## src/rtl/core/abrp_pkg.sv

```systemverilog
// Package with constants and byte codes of the ack reply byte parser.
package abrp_pkg;

    localparam int STATUS_BITS = 16;
    localparam int NIBBLES     = STATUS_BITS / 4;
    localparam int CNT_W       = $clog2(NIBBLES + 1);

    // Status register after reset: bit 8 set, motor stopped.
    localparam logic [31:0] STATUS_RESET_FULL = 32'h0000_0100;
    localparam logic [STATUS_BITS-1:0] STATUS_RESET = STATUS_RESET_FULL[STATUS_BITS-1:0];

    localparam logic [7:0] BYTE_STX   = 8'h02;
    localparam logic [7:0] BYTE_ETX   = 8'h03;
    localparam logic [7:0] BYTE_ACK   = 8'h06;
    localparam logic [7:0] BYTE_MINUS = 8'h2D;
    localparam logic [7:0] BYTE_ZERO  = 8'h30;
    localparam logic [7:0] BYTE_NINE  = 8'h39;

    // Letter nibbles come from byte minus 0x37; only the low four bits count.
    localparam logic [3:0] LETTER_BIAS = 4'h7;

endpackage

```

## src/rtl/core/ack_reply_byte_parser.sv

```systemverilog
// Top level of the ack reply byte parser: byte input register, parse logic, result register.
//
// Usage:
//   Input channel: i_valid / o_ready carry one received byte (i_rx_byte) per item.
//   Output channel: o_valid / i_ready carry one result item per input item:
//   o_status_word, o_reply_number, o_number_valid, o_reply_complete, o_motor_running.
//   An ACK byte opens a reply and arms capture of the status nibbles; digit bytes
//   feed the decimal accumulator; ETX closes the reply and pulses o_reply_complete.
//   The input register takes the byte at the accepting edge; the result register loads it
//   once the result register is free or being emptied. Throughput: one item per cycle
//   while the receiver keeps i_ready high; the parse state updates in the cycle that moves
//   an item from the input register to the result register.
//   Stall: while the receiver holds i_ready low, the result register holds its item
//   and the input register still takes one more byte; o_ready falls only when both
//   registers are full.
//   Reset (synchronous, active low): both registers empty, reply closed, capture
//   closed, status 0x0100 (motor stopped), value zero, numeric and negative clear.
module ack_reply_byte_parser
    import abrp_pkg::*;
(
    input  logic               i_clk,
    input  logic               i_rst_n,
    input  logic               i_valid,
    output logic               o_ready,
    input  logic [7:0]         i_rx_byte,
    output logic               o_valid,
    input  logic               i_ready,
    output logic [15:0]        o_status_word,
    output logic signed [31:0] o_reply_number,
    output logic               o_number_valid,
    output logic               o_reply_complete,
    output logic               o_motor_running
);

    // Input register
    logic       r_in_valid;
    logic [7:0] r_in_byte;

    // Parse state
    logic                   r_in_reply,  n_in_reply;
    logic [CNT_W-1:0]       r_cnt,       n_cnt;
    logic [STATUS_BITS-1:0] r_status,    n_status;
    logic [31:0]            r_value,     n_value;
    logic                   r_numeric,   n_numeric;
    logic                   r_negative,  n_negative;
    logic                   n_done;

    // Result register
    logic        r_out_valid;
    logic [15:0] r_out_status;
    logic [31:0] r_out_value;
    logic        r_out_numeric;
    logic        r_out_done;
    logic        r_out_running;

    logic                      advance;
    logic                      is_digit;
    logic                      capture;
    logic [3:0]                nibble;
    logic [STATUS_BITS+15:0]   status_ext;

    // Move the held byte on whenever the result register is free or being emptied.
    assign advance = r_in_valid && (!r_out_valid || i_ready);
    assign o_ready = !r_in_valid || advance;

    assign is_digit = (r_in_byte >= BYTE_ZERO) && (r_in_byte <= BYTE_NINE);
    assign capture  = r_in_reply && (r_cnt < CNT_W'(NIBBLES));
    // Digit low nibble equals byte minus 0x30; letters take the low bits of byte minus 0x37.
    assign nibble   = is_digit ? r_in_byte[3:0] : (r_in_byte[3:0] - LETTER_BIAS);

    always_comb begin
        n_in_reply = r_in_reply;
        n_cnt      = r_cnt;
        n_status   = r_status;
        n_value    = r_value;
        n_numeric  = r_numeric;
        n_negative = r_negative;
        n_done     = 1'b0;
        unique case (r_in_byte)
            BYTE_STX: begin
                // STX leaves everything alone
            end
            BYTE_ETX: begin
                if (r_in_reply) begin
                    if (r_negative && r_numeric) begin
                        n_value = 32'd0 - r_value;
                    end
                    n_done = 1'b1;
                end
                n_in_reply = 1'b0;
            end
            BYTE_ACK: begin
                n_in_reply = 1'b1;
                n_cnt      = '0;
                n_value    = '0;
                n_numeric  = 1'b0;
                n_negative = 1'b0;
            end
            default: begin
                // Fill status nibbles most significant first.
                if (capture) begin
                    for (int i = 0; i < NIBBLES; i++) begin
                        if (r_cnt == CNT_W'(NIBBLES - 1 - i)) begin
                            n_status[i*4 +: 4] = nibble;
                        end
                    end
                    n_cnt = r_cnt + CNT_W'(1);
                end
                if (is_digit) begin
                    n_value   = (r_value << 3) + (r_value << 1) + {28'd0, r_in_byte[3:0]};
                    n_numeric = 1'b1;
                end else begin
                    n_numeric = 1'b0;
                end
                if (r_in_byte == BYTE_MINUS) begin
                    n_negative = 1'b1;
                end
            end
        endcase
    end

    // Zero-extend the status so the low 16 bits and bit 8 always exist.
    assign status_ext = {16'd0, n_status};

    always_ff @(posedge i_clk) begin
        if (!i_rst_n) begin
            r_in_valid  <= 1'b0;
            r_out_valid <= 1'b0;
            r_in_reply  <= 1'b0;
            r_cnt       <= CNT_W'(NIBBLES);
            r_status    <= STATUS_RESET;
            r_value     <= '0;
            r_numeric   <= 1'b0;
            r_negative  <= 1'b0;
        end else begin
            if (o_ready) begin
                r_in_valid <= i_valid;
            end
            if (advance) begin
                r_out_valid <= 1'b1;
                r_in_reply  <= n_in_reply;
                r_cnt       <= n_cnt;
                r_status    <= n_status;
                r_value     <= n_value;
                r_numeric   <= n_numeric;
                r_negative  <= n_negative;
            end else if (i_ready) begin
                r_out_valid <= 1'b0;
            end
        end
    end

    // Payload registers: load on handshake, no reset needed.
    always_ff @(posedge i_clk) begin
        if (o_ready && i_valid) begin
            r_in_byte <= i_rx_byte;
        end
        if (advance) begin
            r_out_status  <= status_ext[15:0];
            r_out_value   <= n_value;
            r_out_numeric <= n_numeric;
            r_out_done    <= n_done;
            r_out_running <= !status_ext[8];
        end
    end

    assign o_valid          = r_out_valid;
    assign o_status_word    = r_out_status;
    assign o_reply_number   = r_out_value;
    assign o_number_valid   = r_out_numeric;
    assign o_reply_complete = r_out_done;
    assign o_motor_running  = r_out_running;

endmodule

```

## config.mk

```make
export PLATFORM = sky130hd
export DESIGN_NAME = ack_reply_byte_parser
export DESIGN_NICKNAME = d
export VERILOG_FILES = /design/src/rtl/core/abrp_pkg.sv /design/src/rtl/core/ack_reply_byte_parser.sv
export SDC_FILE = /design/constraint.sdc
export NUM_CORES = 1
export LEC_CHECK = 0
export BUFFER_PORTS_ARGS = -buffer_cell sky130_fd_sc_hd__clkbuf_2
export CORE_MARGIN = 1
export CORE_UTILIZATION = 55
export DETAILED_ROUTE_END_ITERATION = 10
export PLACE_DENSITY = 0.72
export REMOVE_ABC_BUFFERS = 1
export SLEW_MARGIN = 20
export SYNTH_ARGS = -nofsm -noshare
export SYNTH_HDL_FRONTEND = slang
export SYNTH_SLANG_ARGS = --single-unit
```

## constraint.sdc

```tcl
create_clock -name i_clk -period 7.9 [get_ports i_clk]
set_input_delay 1.58 -clock i_clk [delete_from_list [all_inputs] [get_ports i_clk]]
set_output_delay 1.58 -clock i_clk [all_outputs]
set_load 0.01 [all_outputs]
```

==> metrics.md <==
| Metric | Value |
|---|---|
| Status | `completed` |
| Syn Std Cell Area | `0.00784 mm^2` |
| Root buffer cell | `clkbuf_16` |
| DRT antenna net count | `0` |
| Largest net degree at the start of global routing | `67` |
| Routed vias/inst | `6.16` |
| Synth Instances | `899` |
| Final core occ | `0.638` |
| Crit Path Category | `reg -> reg` |
| PwrDens | `191 mW/mm^2` |
| First-iteration detailed-routing DRC count | `803` |
| Headroom to the max-slew limit | `0.180` |
| Fmax achieved | `269 MHz` |
| Drt first pass iters | `6` |
| Worst Hold Path EP | `r_status[10]` |
| Hold Crit Class | `reg -> reg` |
| Number of different library cells in the post-synthesis netlist | `73` |
| Std-Cell Rows | `43` |
| # Max-Cap Violations | `0` |
| Synth Register Bits | `115` |
| Die Ht | `121 um` |
| First-pass GRT wire length | `33.1 mm` |
| Clock skew | `9.96 ps` |
| CP peak stage delay | `540 ps` |
| Synth Flop Type | `edfxtp_1` |
| Worst hold path cell count | `2` |
| Share of cells above drive strength 1 | `0.136` |
| CTS sink cnt | `115` |
| DIE WIDTH | `121 um` |
| Worst slew pin tran | `1230 ps` |
| I/O Pins | `65` |
| Mean Syn Cell Area | `8.72 um^2` |
| Final Instance Area | `0.00886 mm^2` |
| GPL Wtd Cong | `0.897` |
| Worst path required time | `8060 ps` |
| Worst r2r path cells | `11` |
| WP data arrival | `3880 ps` |
| DPL Wire Length | `14.1 mm` |
| CTS HTree Levels | `4` |
| Hold_buf cts | `0` |
| FF-to-FF setup slack | `4180 ps` |
| Leak pwr | `3.75 nW` |
| GR Util met1 | `0.384` |
| Final Max Slew Viols | `0` |
| RR Endpoint | `o_reply_number[30]` |
| CP max-delay cell | `fa_1` |
| Post-layout min period | `3720 ps` |
| Most common cell after layout, fill and taps aside | `nand2_1` |
| Gr usage total | `0.288` |
| GR Overflow Total | `0` |
| CTS resizes | `0` |
| Ant. Diodes | `0` |
| Met3 Use GR | `0.0428` |
| Post-synthesis sequential area ratio | `0.369` |
| Die area | `0.0147 mm^2` |
| CP startpoint kind | `register` |
| Worst Setup End Kind | `register` |
| RSZ-0062 raised after global routing | `no` |
| Wirelength per Cell | `17.9 um` |
| Most frequent cells in the layout | `nand2_1, o21ai_0, a21oi_1` |
| CTS tree | `yes` |
| Clock Tree Buf Depth | `2` |
| Vias | `7012` |
| Core ar. | `0.0139 mm^2` |
| Final Cycle Share | `0.471` |
| CTS Buf Count | `17` |
| Clk_lat worst skew | `410 ps` |
| Global-route met2 utilization | `0.473` |
| Post-synth EDFFs | `59` |
| IO buf count | `64` |
| Final hold violations | `0` |
| Vias in the first global route | `6443` |
| VDD IR max | `163 uV` |
| Final setup viols | `0` |
| Post-Place Cell Area | `0.00827 mm^2` |
| Remaining DRCs | `0` |
| Fin Hold WS | `454 ps` |
| Clk pin slew, worst setup/hold paths | `60 ps` |
| Ys async rst share | `0` |
| Postcts setup bufs | `0` |
| Setup_tns | `0 ps` |
| Initial antenna violation count | `0` |
| Area Growth Syn to Fin | `13.1%` |
| Worst-path cell chain | `inv_1, fa_1, fa_1, nand2b_1, a21oi_1, o211ai_1, a21oi_1, a21boi_1, mux2_2, o21ai_0, nand2_1` |
| Reg-to-Reg Start | `r_in_byte[3]` |
| Gr busiest metal | `met2` |
| Yosys warns | `0` |
| Hold path start | `r_status[10]` |
| WL final | `20.4 mm` |
| Initial Utilization | `0.565` |
| Fin nets | `1029` |
| Top fanout value on the critical path | `5` |
## sequential cells by signal, summed over array words and instances (netlist names), 3 cells and up
signal	flops
o_reply_number	32
r_value	32
o_status_word	16
r_status	16
r_in_byte	8
r_cnt	3
## through the flow
step	cells	power [W]	setup slack (ps)
after floorplan	857	0.000853	2450
final	1139	0.00169	4180
after detailed placement	1107	0.000926	4120
after CTS	1139	0.00169	4220
after global placement	1107	0.000922	4170
after global routing	1139	0.00175	3970
## worst max-delay path by stage
| stage | from | to | slack (ps) |
|---|---|---|---|
| global route | r_value[2] | o_reply_number[30] | 3970 |
| detailed placement | i_ready | r_value[24] | 4120 |
| finish | r_in_byte[3] | o_reply_number[30] | 4180 |
| floorplan | i_ready | r_cnt[1] | 2450 |
| global placement | i_ready | r_value[24] | 4170 |
| CTS | r_in_byte[3] | o_reply_number[30] | 4220 |
## cell usage after synthesis, types with 5 or more instances
library cell  number  area [um^2]
nand2_1          113          424
o211ai_1          12         90.1
a21o_1            17          128
o21ai_1            5         25.0
nor3_1            17         85.1
dfxtp_1           56         1120
nand2b_1           6         37.5
o21ba_2            7         70.1
o21ai_0           83          415
nand4_1            9         56.3
o221ai_1           5         43.8
a31oi_1           16          100
buf_2              6         30.0
o31ai_1            9         67.6
a21boi_1           8         60.1
nand3_1           19         95.1
a21boi_0          11         82.6
a21oi_1           70          350
and2_1             7         43.8
or4_1              5         37.5
xor2_1            14          123
edfxtp_1          59         1770
nor3b_1           18          135
ha_1              69          863
clkbuf_1          34          128
mux2i_1           11          110
o21a_1            10         75.1
nor2b_1           11         68.8
xnor2_1           13          114
and3_1             7         43.8
inv_1             36          135
nor2_1            66          248
## layout make-up
cell class | count | area, um^2
inverters | 36 | 138
repair buffers | 70 | 365
clock buffers | 19 | 433
multi-input cells | 706 | 4650
well taps | 180 | 225
clock inverters | 13 | 161
fillers | 1125 | 5020
flip-flops and latches | 115 | 2890
## critical path, delay by kind of cell, from the launching register on
family          cells  cell delay, ps
mux                 1             290
buf+inv             1             130
flops               1             430
fa+ha+maj           2            1010
simple gates        2             250
compound gates      5            1370
## where the power goes
group / leakage, nW / internal (W) / switching [W]
clock network: 0.291 / 0.000496 / 0.000275
registers: 1.02 / 0.000658 / 0.0000296
logic: 2.44 / 0.0000845 / 0.000146
## metal layers
layer / routed length, um / part of all wire / vias up
li1: - / - / 3399
met1: 8980 / 0.44 / 3302
met2: 9720 / 0.48 / 270
met3: 1320 / 0.064 / 41
met4: 405 / 0.020 / 0
met5: 0 / 0 / -
## kinds of logic (layout without fill, tap and decap cells)
family,Yosys count,in the layout,share of synthesized area
AOI/OAI and AO/OA,295,295,0.241
xor gates and xnor gates,27,27,0.0302
adders and majority gates,71,71,0.115
buffers and inverters,78,138,0.0383
DFF,115,115,0.369
muxes,15,15,0.0198
and+or+nand+nor,298,298,0.186
Power figures use the tool's default switching activity.
